File: src/sv/vgtq_pkg.sv
// ----------------------------------------------------------------------------
// vgtq_pkg
// Shared types and constants of the vsync grid timestamp quantizer.
// ----------------------------------------------------------------------------
package vgtq_pkg;

  localparam int unsigned TIME_BITS_DEF = 64;
  localparam int unsigned TS_W          = 64;
  localparam int unsigned ERR_W         = 48;
  localparam int unsigned IV_W          = 32;
  localparam int unsigned ADDR_W        = 3;
  localparam int unsigned OUT_DATA_W    = 2 * TS_W + ERR_W;

  // Reset interval: one period of a 120 Hz refresh.
  localparam logic [IV_W-1:0] INTERVAL_RESET = IV_W'(64'd1000000000000 / 64'd120000);

  // Register index, taken from paddr[2].
  localparam logic REG_INTERVAL = 1'b0;

  // Sequencer commands to the datapath.
  typedef struct packed {
    logic capture;
    logic div_step;
    logic round;
    logic clamp;
    logic mul_lo;
    logic add_lo;
    logic mul_hi;
    logic add_hi;
    logic err_sub;
    logic load_out;
  } vgtq_cmd_t;

  // Datapath status back to the sequencer.
  typedef struct packed {
    logic started;
  } vgtq_status_t;

endpackage

File: src/sv/vgtq_ctrl.sv
// ----------------------------------------------------------------------------
// vgtq_ctrl
// Sequencer: steps one word through divide, round, clamp, multiply, error.
// ----------------------------------------------------------------------------
module vgtq_ctrl import vgtq_pkg::*; #(
  parameter int unsigned TIME_BITS = TIME_BITS_DEF
) (
  input  logic         clk,
  input  logic         rst,
  input  logic         in_valid,
  output logic         in_ready,
  output logic         out_valid,
  input  logic         out_ready,
  input  vgtq_status_t status,
  output vgtq_cmd_t    cmd
);

  localparam int unsigned CW = $clog2(TIME_BITS);

  typedef enum logic [3:0] {
    S_IDLE, S_DIV, S_ROUND, S_CLAMP, S_MUL_LO, S_ADD_LO,
    S_MUL_HI, S_ADD_HI, S_ERR, S_HOLD
  } state_t;

  state_t        state;
  logic [CW-1:0] cnt;

  assign in_ready = (state == S_IDLE);

  always_comb begin
    cmd          = '0;
    cmd.capture  = (state == S_IDLE) && in_valid;
    cmd.div_step = (state == S_DIV);
    cmd.round    = (state == S_ROUND);
    cmd.clamp    = (state == S_CLAMP);
    cmd.mul_lo   = (state == S_MUL_LO);
    cmd.add_lo   = (state == S_ADD_LO);
    cmd.mul_hi   = (state == S_MUL_HI);
    cmd.add_hi   = (state == S_ADD_HI);
    cmd.err_sub  = (state == S_ERR);
    cmd.load_out = (state == S_HOLD) && (!out_valid || out_ready);
  end

  always_ff @(posedge clk) begin
    if (rst) begin
      state     <= S_IDLE;
      cnt       <= '0;
      out_valid <= 1'b0;
    end else begin
      unique case (state)
        S_IDLE: begin
          if (in_valid) begin
            // anchor word bypasses the arithmetic
            state <= status.started ? S_DIV : S_HOLD;
            cnt   <= CW'(TIME_BITS - 1);
          end
        end
        S_DIV: begin
          cnt <= cnt - 1'b1;
          if (cnt == '0) begin
            state <= S_ROUND;
          end
        end
        S_ROUND:  state <= S_CLAMP;
        S_CLAMP:  state <= S_MUL_LO;
        S_MUL_LO: state <= S_ADD_LO;
        S_ADD_LO: state <= S_MUL_HI;
        S_MUL_HI: state <= S_ADD_HI;
        S_ADD_HI: state <= S_ERR;
        S_ERR:    state <= S_HOLD;
        S_HOLD: begin
          if (!out_valid || out_ready) begin
            state <= S_IDLE;
          end
        end
        default:  state <= S_IDLE;
      endcase
      // raise valid on load, drop it once the word is taken
      if (cmd.load_out) begin
        out_valid <= 1'b1;
      end else if (out_ready) begin
        out_valid <= 1'b0;
      end
    end
  end

endmodule

File: config.mk
export PLATFORM = sky130hd
export DESIGN_NAME = vgtq_ctrl
export DESIGN_NICKNAME = d
export VERILOG_FILES = /design/src/sv/vgtq_pkg.sv /design/src/sv/vgtq_ctrl.sv
export SDC_FILE = /design/constraint.sdc
export NUM_CORES = 1
export LEC_CHECK = 0
export BUFFER_PORTS_ARGS = -buffer_cell sky130_fd_sc_hd__clkbuf_2
export CAP_MARGIN = 10
export CORE_MARGIN = 4
export CORE_UTILIZATION = 48
export CTS_BUF_LIST = sky130_fd_sc_hd__clkbuf_8
export DETAILED_ROUTE_END_ITERATION = 10
export PLACE_DENSITY_LB_ADDON = 0.15
export SKIP_LAST_GASP = 1
export SYNTH_ARGS = -nofsm -noshare
export SYNTH_HDL_FRONTEND = slang
export SYNTH_SLANG_ARGS = --single-unit
File: constraint.sdc
create_clock -name clk -period 1.6 [get_ports clk]
set_input_delay 0.24 -clock clk [delete_from_list [all_inputs] [get_ports clk]]
set_output_delay 0.24 -clock clk [all_outputs]
set_load 0.01 [all_outputs]
# Word level (Yosys, flattened, before mapping)
# Cells that the tools add are included.
[totals] regBits=11 inputBits=5 word_cells=35
[classes] addsub=1 eq_ne=12 n_mux=9 n_reduce_logical=10
[op_table] op="$pmux W4 S10" n=1
[op_table] op="$eq A4 B3 Y1 const B" n=4
[op_table] op="$mux W4" n=4
[op_table] op="$pmux W6 S2" n=1
[op_table] op="$eq A4 B2 Y1 const B" n=2
[op_table] op="$eq A4 B4 Y1 const B" n=2
[op_table] op="$logic_not A6 Y1" n=1
[op_table] op="$mux W6" n=1
[op_table] op="$sub A6 B1 Y6 const B" n=1
[op_table] op="$eq A4 B1 Y1 const B" n=1
[op_table] op="$logic_not A4 Y1" n=1
[op_table] op="$ne A2 B1 Y1 const B" n=2
[op_table] op="$reduce_bool A2 Y1" n=2
[op_table] op="$reduce_and A3 Y1" n=1
[op_table] op="$logic_and A1 B1 Y1" n=2
[op_table] op="$mux W1" n=2
[op_table] op="$ne A2 B2 Y1 const B" n=1
[op_table] op="$reduce_and A2 Y1" n=1
[op_table] op="$logic_not A1 Y1" n=1
[op_table] op="$logic_or A1 B1 Y1" n=1

# Longest topological paths before layout
# Gate-level depths: netlist (run 1).
[depth] depth_word=4 depth_mapped=5 ltp_nobuf=5

# Worst setup path after synthesis (run 1)
# Ideal clock, no wire load.
[synth_path] path_type="reg-to-reg" start="reg state[1]" end="reg cnt[4]" setup_time_ns=0.115 t_arrival_ns=1.535 required_ns=1.485 setup_slack_ns=-0.049 path_stages_with_launch=6 path_buffers=1 cell_sequence="dfxtp_1 -> or4b_4 -> inv_2 -> buf_6 -> mux2_1 -> o21a_1"
[synth_lines] element="from (decl)" line="vgtq_ctrl.sv:25" rtl="state_t state;"
[synth_lines] element="from (signal assigned)" line="vgtq_ctrl.sv:54" rtl="state <= status.started ? S_DIV : S_HOLD;"
[synth_lines] element="to (signal assigned)" line="vgtq_ctrl.sv:55" rtl="cnt <= CW'(TIME_BITS - 1);"
[synth_lines] element="to (signal assigned)" line="vgtq_ctrl.sv:59" rtl="cnt <= cnt - 1'b1;"
[synth_lines] element="to (decl)" line="vgtq_ctrl.sv:26" rtl="logic [CW-1:0] cnt;"

# Final worst setup path (run 1)
[layout_path] start="reg state[2]" end="reg cnt[3]"
[layout_between] elab_chain_len=3
[layout_lines] element="$eq A4 B1 Y1 or $logic_not A4 Y1 (tied branches)" line="vgtq_ctrl.sv:50" rtl="unique case (state)"
[layout_lines] element="$reduce_bool A2 Y1 (no source line) or $ne A2 B2 Y1 (tied branches)"
[layout_lines] element="$reduce_and A2 Y1 (no source line)"
# Several ways; a longest one is shown, not always the timed one.
# A chain may end at the register's enable or synchronous reset.

==> results.cfg, run 1 <==
[power_and_ir_drop]
peakVddDrop_uv = 1050
switchingPower_uw = 478
p_sw_share_pct = 34.9
combPwrFrac_pct = 52.0
p_leak_uw = 0.000403
p_clk_share_pct = 19.1
intPower_uw = 890
pwr-share-seq_pct = 28.8
p_total_uw = 1370
pwr_density_cell_nw_per_um2 = 1500

[logic_synthesis]
ys_ff_latch = 11
avgSynthCellArea_um2 = 8.69
mappedNetlistNets = 82
synth.area.top_cells = dfxtp_1, o31a_1, nor3_1, o21a_1, mux2_1
yosysTopAreaCellShare_pct = 33.3
yosys.area.top_type = dfxtp_1
netlist_instances = 76
netlist_area_um2 = 661
yosysMostFrequentCell = dfxtp_1
async_flop_share_pct = 0
yosys_warnings = 0
synth_edf_count = 0
synth_common_cells = dfxtp_1, nor3_1, nand2b_1, o21a_1, o31a_1
synthDistinctLibCells = 31
ys.flop_type = dfxtp_1
yosysSeqAreaShare_pct = 33.3

[critical_path]
cp-start-kind = register
setup.worst_path.end_class = register
cp_data_required_time_ns = 1.73
criticalPathCategory = register to register
critPathMaxFanout = 3
cp.arrival_ns = 1.77

[global_routing]
grt_max_degree = 13
grt-ovfl-total = 0
grt_pass1_vias = 607
grt_pass1_wl_um = 2680
track_usage_pct = 18.3
antenna_found_initial = 0

[layout]
nets = 109
seq_area_um2 = 221
multiInputGateArea_um2 = 415
drive_above_1_share_pct = 39.2
antennaDiodeCount = 0
area_growth_pct = 37.7
fin_cells = 117
num-fill-cells = 108

[clock_tree]
cts_tree = built
cts_sinks = 11
htreeDepth = 1
cts_buffer_depth = 2
clk_latency_ns = 0.23
hold_buffers = 0
cts_made_buffers = 3
clk_pin_slew_ns = 0.05
cts_root_buf = clkbuf_8

[floorplan]
fp.dieH_um = 45.1
core-area_um2 = 1300
rows = 13
initial_core_util_pct = 50.8
die_x_um = 45.1
pin_count = 17
dieArea_um2 = 2030

[sta]
hold_viol_final = 0
rsz0062_at_grt = true
fin_crit_sh_pct = 102
worstMarginPinSlew_ns = 0.326
final.min_clock_period_ns = 1.64
fin_skew_ns = 0.00575
slew_viol_final = 0
fin_ws_ns = -0.0353
slew_headroom_pct = 77.7
hold-worst-slack_ns = 0.305
finalSetupViolCount = 5
fmax_ghz = 0.612
tns_ns = -0.119

[min_path]
hold_path_class = primary input to register

[place]
pre_cts_slack_ns = 0.0171
gp_congestion = 0.839
numPortBuffers = 16
dp_hpwl_um = 1120
dp_cells = 108

[drt]
drtAntennaViolNets = 0
vias_per_cell = 5.68
num_vias = 665
routed_wirelength_um = 1600
m1WireLength_um = 678
dr.pass1.iters = 4
drt_iter0_drc = 24
highest_layer = met4
detail_route.wl_per_cell_um = 13.6
dr_wl_met3_um = 149
drc = 0
route.met2.wl_um = 746

[outcome]
violations = negative setup slack
run_status = complete, but fails checks

[job]
maxCapViolations = 0
-- stage by stage --
stage	cell area [um^2]	utilization [%]
detailed placement	781	60.0
finish	910	69.9
floorplan	664	-
CTS	876	67.3
global placement	781	60.0
global route	910	69.9
-- logic make-up (layout without fill, tap and decap cells) --
kind of cell               count (synthesis)  after routing  share of synthesized area [%]
muxes                                      3              3                           5.11
and+or+nand+nor                           30             30                           27.5
xor gates and xnor gates                   1              1                           1.33
adders and majority gates                  1              1                           1.89
AOI/OAI and AO/OA                         19             19                           22.7
DFF                                       11             11                           33.3
buffers and inverters                     11             37                           8.14
-- sequential cells by signal, indices dropped and copies added (netlist names) --
signal and flops:
cnt 6, state 4, out_valid 1
-- area by class of cell --
class / count / share of cell area (%)
Inverter: 5 / 2.34
Clock inverter: 1 / 0.413
Clock buffer: 3 / 4.54
Tap cell: 15 / 2.06
Sequential cell: 11 / 24.3
Multi-Input combinational cell: 54 / 45.7
Timing Repair Buffer: 28 / 20.6
-- final timing paths --
path              startpoint      to  depth (start not counted)  slack [ns]
hold / removal           rst  cnt[0]                          2        0.31
setup reg to reg    state[2]  cnt[3]                          5       -0.04
setup / recovery    state[2]  cnt[3]                          5       -0.04
hold reg to reg       cnt[4]  cnt[4]                          1        0.50
-- routing by layer --
metal	vias to the layer above	GRT usage, %
met5	-	0
met4	0	5.26
met3	4	7.17
met2	29	28.0
met1	299	23.8
li1	333	-
-- worst max-delay path, cell delays in order (launching register included) --
cell,delay [ns]
dfxtp_2,0.31
or4b_4,0.57
inv_4,0.09
buf_6,0.11
mux2_4,0.29
o21a_1,0.16
-- what timing repair did --
item                                    in CTS  in global routing
endpoints found under the setup margin       2                  8
setup buffers                                3                  2
pin swaps                                    1                  4
gates resized for setup                      6                  6
-- power by group through the flow --
stage               registers [uW]  logic (uW)  clock network (uW)
detailed placement             397         545                   0
global route                   404         776                 294
finish                         395         712                 262
floorplan                      392         396                   0
CTS                            392         633                 272
global placement               394         537                   0
-- cell usage in the layout (no fill, tap or decap), types with 2 or more instances in the layout --
| cell | instances |
|---|---|
| mux2_4 | 3 |
| inv_1 | 5 |
| nor4_1 | 3 |
| clkbuf_2 | 15 |
| nor3_1 | 8 |
| o31a_1 | 5 |
| o21a_1 | 5 |
| nand2b_1 | 5 |
| a21oi_1 | 2 |
| clkbuf_8 | 3 |
| nor2_1 | 4 |
| a31oi_1 | 3 |
| dfxtp_1 | 10 |
| buf_6 | 4 |
| buf_4 | 9 |
(Power assumes the default switching activity.)
==> inputs of run 2 (changes only) <==
- GPL_TIMING_DRIVEN: not set -> 0
==> run 2 against run 1 <==
The run still ends with negative setup slack left. Final area shrank 2.6%. Sequential power increased by 3%. Flip-flop and latch count unchanged. Critical path depth shrank 1. Non-clock buffer count is 2 lower. Clock skew down 0.0032 ns. Routed wire length is 1.2% higher. Critical endpoint is now cnt[5]. Highest routed layer unchanged.
==> results.cfg, run 2 (same netlist as run 1, synthesis figures left out) <==
[outcome]
run_status = complete, but fails checks
violations = negative setup slack

[drt]
dr.pass1.iters = 4
vias_per_cell = 5.57
detail_route.wl_per_cell_um = 14.0
drt_iter0_drc = 16
num_vias = 641
drtAntennaViolNets = 0
drc = 0
routed_wirelength_um = 1610

[clock_tree]
cts_sinks = 11
htreeDepth = 1
cts_made_buffers = 3
clk_pin_slew_ns = 0.05
cts_tree = built
cts_buffer_depth = 2
clk_latency_ns = 0.24
cts_root_buf = clkbuf_8
hold_buffers = 0

[floorplan]
dieArea_um2 = 2030
initial_core_util_pct = 50.8
die_x_um = 45.1
core-area_um2 = 1300
pin_count = 17
fp.dieH_um = 45.1
rows = 13

[layout]
antennaDiodeCount = 0
regMostFlops = cnt
multiInputGateArea_um2 = 413
fin_cells = 115
largest_reg_flops = 6
stdcell_area_um2 = 886
final_common_cell = clkbuf_2
nets = 107
drive_above_1_share_pct = 39.0
area_growth_pct = 34.1
top_regs = cnt (6), state (4), out_valid (1)
seq_area_um2 = 223
num-fill-cells = 112
most-common-layout-cells = clkbuf_2, dfxtp_1, nor3_1

[critical_path]
reg2regPathDepth = 4
cp.arrival_ns = 1.82
reg2reg_to = cnt[5]
cp-start-kind = register
rr_startpoint = state[1]
cp_data_required_time_ns = 1.73
setup.worst_path.end_class = register
crit_cells = 4
criticalPathCategory = register to register
critPathMaxFanout = 4
cp_slowest_cell = or4b_4
cp_cell_sequence = or4b_4, buf_6, o31a_1, o31a_1
cp_top_family = compound AO/OA/AOI/OAI gates
crit_path_max_incr_delay_ns = 0.52
cpMostUsedCell = o31a_1
path_buf_inv = 1
r2r_setup_slack_ns = -0.09

[sta]
fmax_ghz = 0.592
fin_crit_sh_pct = 106
rsz0062_at_grt = true
worstMarginPinSlew_ns = 0.435
fin_ws_ns = -0.0885
tns_ns = -0.205
slew_viol_final = 0
hold_viol_final = 0
hold-worst-slack_ns = 0.241
final.min_clock_period_ns = 1.69
fin_skew_ns = 0.00257
slew_headroom_pct = 71.0
finalSetupViolCount = 4

[global_routing]
grt_pass1_vias = 589
grt_pass1_wl_um = 2540
antenna_found_initial = 0
grt-ovfl-total = 0
track_usage_pct = 17.5
grt_max_degree = 11

[power_and_ir_drop]
p_leak_uw = 0.000386
p_total_uw = 1320
pwr_density_cell_nw_per_um2 = 1490
peakVddDrop_uv = 899

[min_path]
hold_depth = 2
hp-start = rst
whs_endpoint = out_valid
hold_path_class = primary input to register

[place]
placed_cell_area_um2 = 758
dp_hpwl_um = 1070
gp_congestion = 0.780
dp_cells = 106
numPortBuffers = 15

[job]
maxCapViolations = 0
==> run 2: cell count changes in the layout (fill, tap and decap cells not counted), sizes merged <==
cell,change
clkbuf,+2
buf,-4
==> run 2: routing by layer <==
layer  part of all wire, %  up-vias  global-route usage (%)  wire length (um)
met3                   4.1        5                    4.78                66
met2                    45       11                    25.7               728
li1                      -      332                       -                 -
met1                    49      293                    23.5               788
met5                     0        -                       0                 0
met4                   1.9        0                    8.77                31
==> run 2: layout make-up <==
cell class,instances,area share (%)
clock inverter,1,0.424
tap,15,2.12
multi-input combinational,54,46.6
sequential,11,25.1
buffer,6,4.66
inverter,5,2.12
clock buffer,3,4.66
timing repair buffer,20,14.3
==> run 2: worst max path at each step <==
stage	start	slack, ns	end
5_1_grt	state[2]	-0.1	cnt[5]
3_5_place_dp	state[3]	-0.07	cnt[4]
2_1_floorplan	state[2]	-0.02	cnt[4]
3_3_place_gp	state[3]	-0.06	cnt[4]
4_1_cts	state[3]	-0.06	cmd[8]
6_report	state[1]	-0.09	cnt[5]
==> run 2: through the flow <==
| step | util [%] | setup WS, ns |
|---|---|---|
| after floorplan | - | -0.0194 |
| after global placement | 58.3 | -0.0567 |
| after detailed placement | 58.3 | -0.0712 |
| after CTS | 65.9 | -0.0592 |
| after global routing | 68.1 | -0.0969 |
| final | 68.1 | -0.0885 |
==> run 2: where the power goes <==
| part | switching (uW) | internal, uW | leakage (uW) | total, uW |
|---|---|---|---|---|
| sequential | 63.0 | 343 | 0.0000919 | 406 |
| combinational | 304 | 330 | 0.000267 | 634 |
| clock | 114 | 169 | 0.0000269 | 284 |
| total | 481 | 843 | 0.000386 | 1320 |
==> run 2: repair_timing <==
item,CTS,global route
pin swaps,2,4
setup endpoints to repair,14,15
resized for setup,5,11
buffers inserted,5,0
cloned,0,0
endpoints found under the hold margin,0,0
==> inputs of run 3 (changes only) <==
- SETUP_SLACK_MARGIN: not set -> 0.5
==> run 3 against run 2 <==
Hold slack better by 0.022 ns. Fmax shrank 1.6%. Setup slack worse by 0.027 ns. Die area did not move. Combinational power grew 55%. Final area increased by 33%. First-iteration DRC count up 130%. Largest cell class unchanged. Count of clock-buffer cells in the layout did not move. The run still ends with negative setup slack left. Via count is 26% higher. Sequential share of layout area fell by 5.9 points. Cell count rose by 12%.
==> results.cfg, run 3 (same netlist as run 1, synthesis figures left out) <==
[layout]
final_common_cell = buf_4
fin_cells = 129
top_regs = cnt (6), state (4), out_valid (1)
drive_above_1_share_pct = 61.4
antennaDiodeCount = 0
most-common-layout-cells = buf_4, buf_6, dfxtp_1, clkbuf_2, buf_2
regMostFlops = cnt
area_growth_pct = 78.4
num-fill-cells = 52
largest_reg_flops = 6
nets = 121

[sta]
worstMarginPinSlew_ns = 0.340
slew_headroom_pct = 77.2
fin_ws_ns = -0.115
rsz0062_at_grt = true
fin_crit_sh_pct = 107
final.min_clock_period_ns = 1.72
finalSetupViolCount = 11
tns_ns = -0.690
fmax_ghz = 0.583
slew_viol_final = 0
fin_skew_ns = 0.00370
hold_viol_final = 0

[global_routing]
track_usage_pct = 26.3
grt_max_degree = 11
antenna_found_initial = 0
grt-ovfl-total = 0
grt_pass1_wl_um = 3820
grt_pass1_vias = 765

[power_and_ir_drop]
p_total_uw = 1700
p_leak_uw = 0.000518
peakVddDrop_uv = 988
pwr_density_cell_nw_per_um2 = 1440

[min_path]
hp-start = rst
hold_path_class = primary input to register

[critical_path]
rr_startpoint = state[2]
setup.worst_path.end_class = register
startpoint = state[2]
cp-start-kind = register
critPathMaxFanout = 3
cp.arrival_ns = 1.85
cp_data_required_time_ns = 1.73
criticalPathCategory = register to register

[clock_tree]
cts_buffer_depth = 2
cts_root_buf = clkbuf_8
cts_sinks = 11
cts_tree = built
cts_made_buffers = 3
clk_latency_ns = 0.25
hold_buffers = 0
clk_pin_slew_ns = 0.05
htreeDepth = 1

[place]
dp_cells = 106
gp_congestion = 0.752
dp_hpwl_um = 1120
numPortBuffers = 15
pre_cts_slack_ns = -0.0838

[floorplan]
rows = 13
pin_count = 17
die_x_um = 45.1
core-area_um2 = 1300
dieArea_um2 = 2030
initial_core_util_pct = 50.8
fp.dieH_um = 45.1

[drt]
drt_iter0_drc = 36
dr.pass1.iters = 4
drc = 0
drtAntennaViolNets = 0
num_vias = 808
vias_per_cell = 6.26
routed_wirelength_um = 2760
detail_route.wl_per_cell_um = 21.4

[outcome]
violations = negative setup slack
run_status = complete, but fails checks

[job]
maxCapViolations = 0
-- run 3: worst max-delay path, cell delays in order, from the launching register on --
cell and delay, ns:
dfxtp_4 0.35, or4b_4 0.58, buf_4 0.18, mux2_1 0.32, o21a_1 0.18
-- run 3: power by group --
group | leakage (uW) | total, uW | internal, uW | switching (uW)
combinational | 0.000398 | 985 | 526 | 459
sequential | 0.0000926 | 430 | 344 | 86.0
clock | 0.0000269 | 288 | 170 | 118
total | 0.000518 | 1700 | 1040 | 663
-- run 3: final timing paths --
path | end | slack [ns] | cells past startpoint
hold / removal | state[1] | 0.26 | 2
setup / recovery | cnt[2] | -0.12 | 4
hold reg to reg | cnt[1] | 0.55 | 1
setup reg to reg | cnt[2] | -0.12 | 4
-- run 3: timing repair --
action / in CTS / in global routing
endpoints found under the setup margin: 22 / 21
gates cloned: 0 / 0
pin swaps: 9 / 4
setup buffers: 14 / 5
gates resized for setup: 31 / 24
-- run 3: final cells by class --
| type | instances | area [um^2] | area share [%] |
|---|---|---|---|
| buffer | 6 | 72.6 | 6.16 |
| clock inverter | 1 | 3.75 | 0.318 |
| inverter | 5 | 21.3 | 1.80 |
| tap | 15 | 18.8 | 1.59 |
| multi-input combinational | 54 | 529 | 44.9 |
| clock buffer | 3 | 41.3 | 3.50 |
| timing repair buffer | 34 | 265 | 22.5 |
| sequential | 11 | 226 | 19.2 |
-- run 3: through the flow --
stage                     cell area [um^2]  utilization (%)  hold WS [ns]
after global routing                  1180             90.6         0.267
after CTS                             1060             81.6         0.248
after detailed placement               777             59.7         0.485
after floorplan                        683                -         0.454
final                                 1180             90.6         0.263
after global placement                 777             59.7         0.473
-- run 3: per-layer routing --
layer  GRT usage [%]  part of all wire, %  vias up
met2            42.4                   50       42
met4            9.94                  2.6        0
met3            5.58                  6.8        7
met1            34.1                   41      400
li1                -                    -      359
met5               0                    0        -
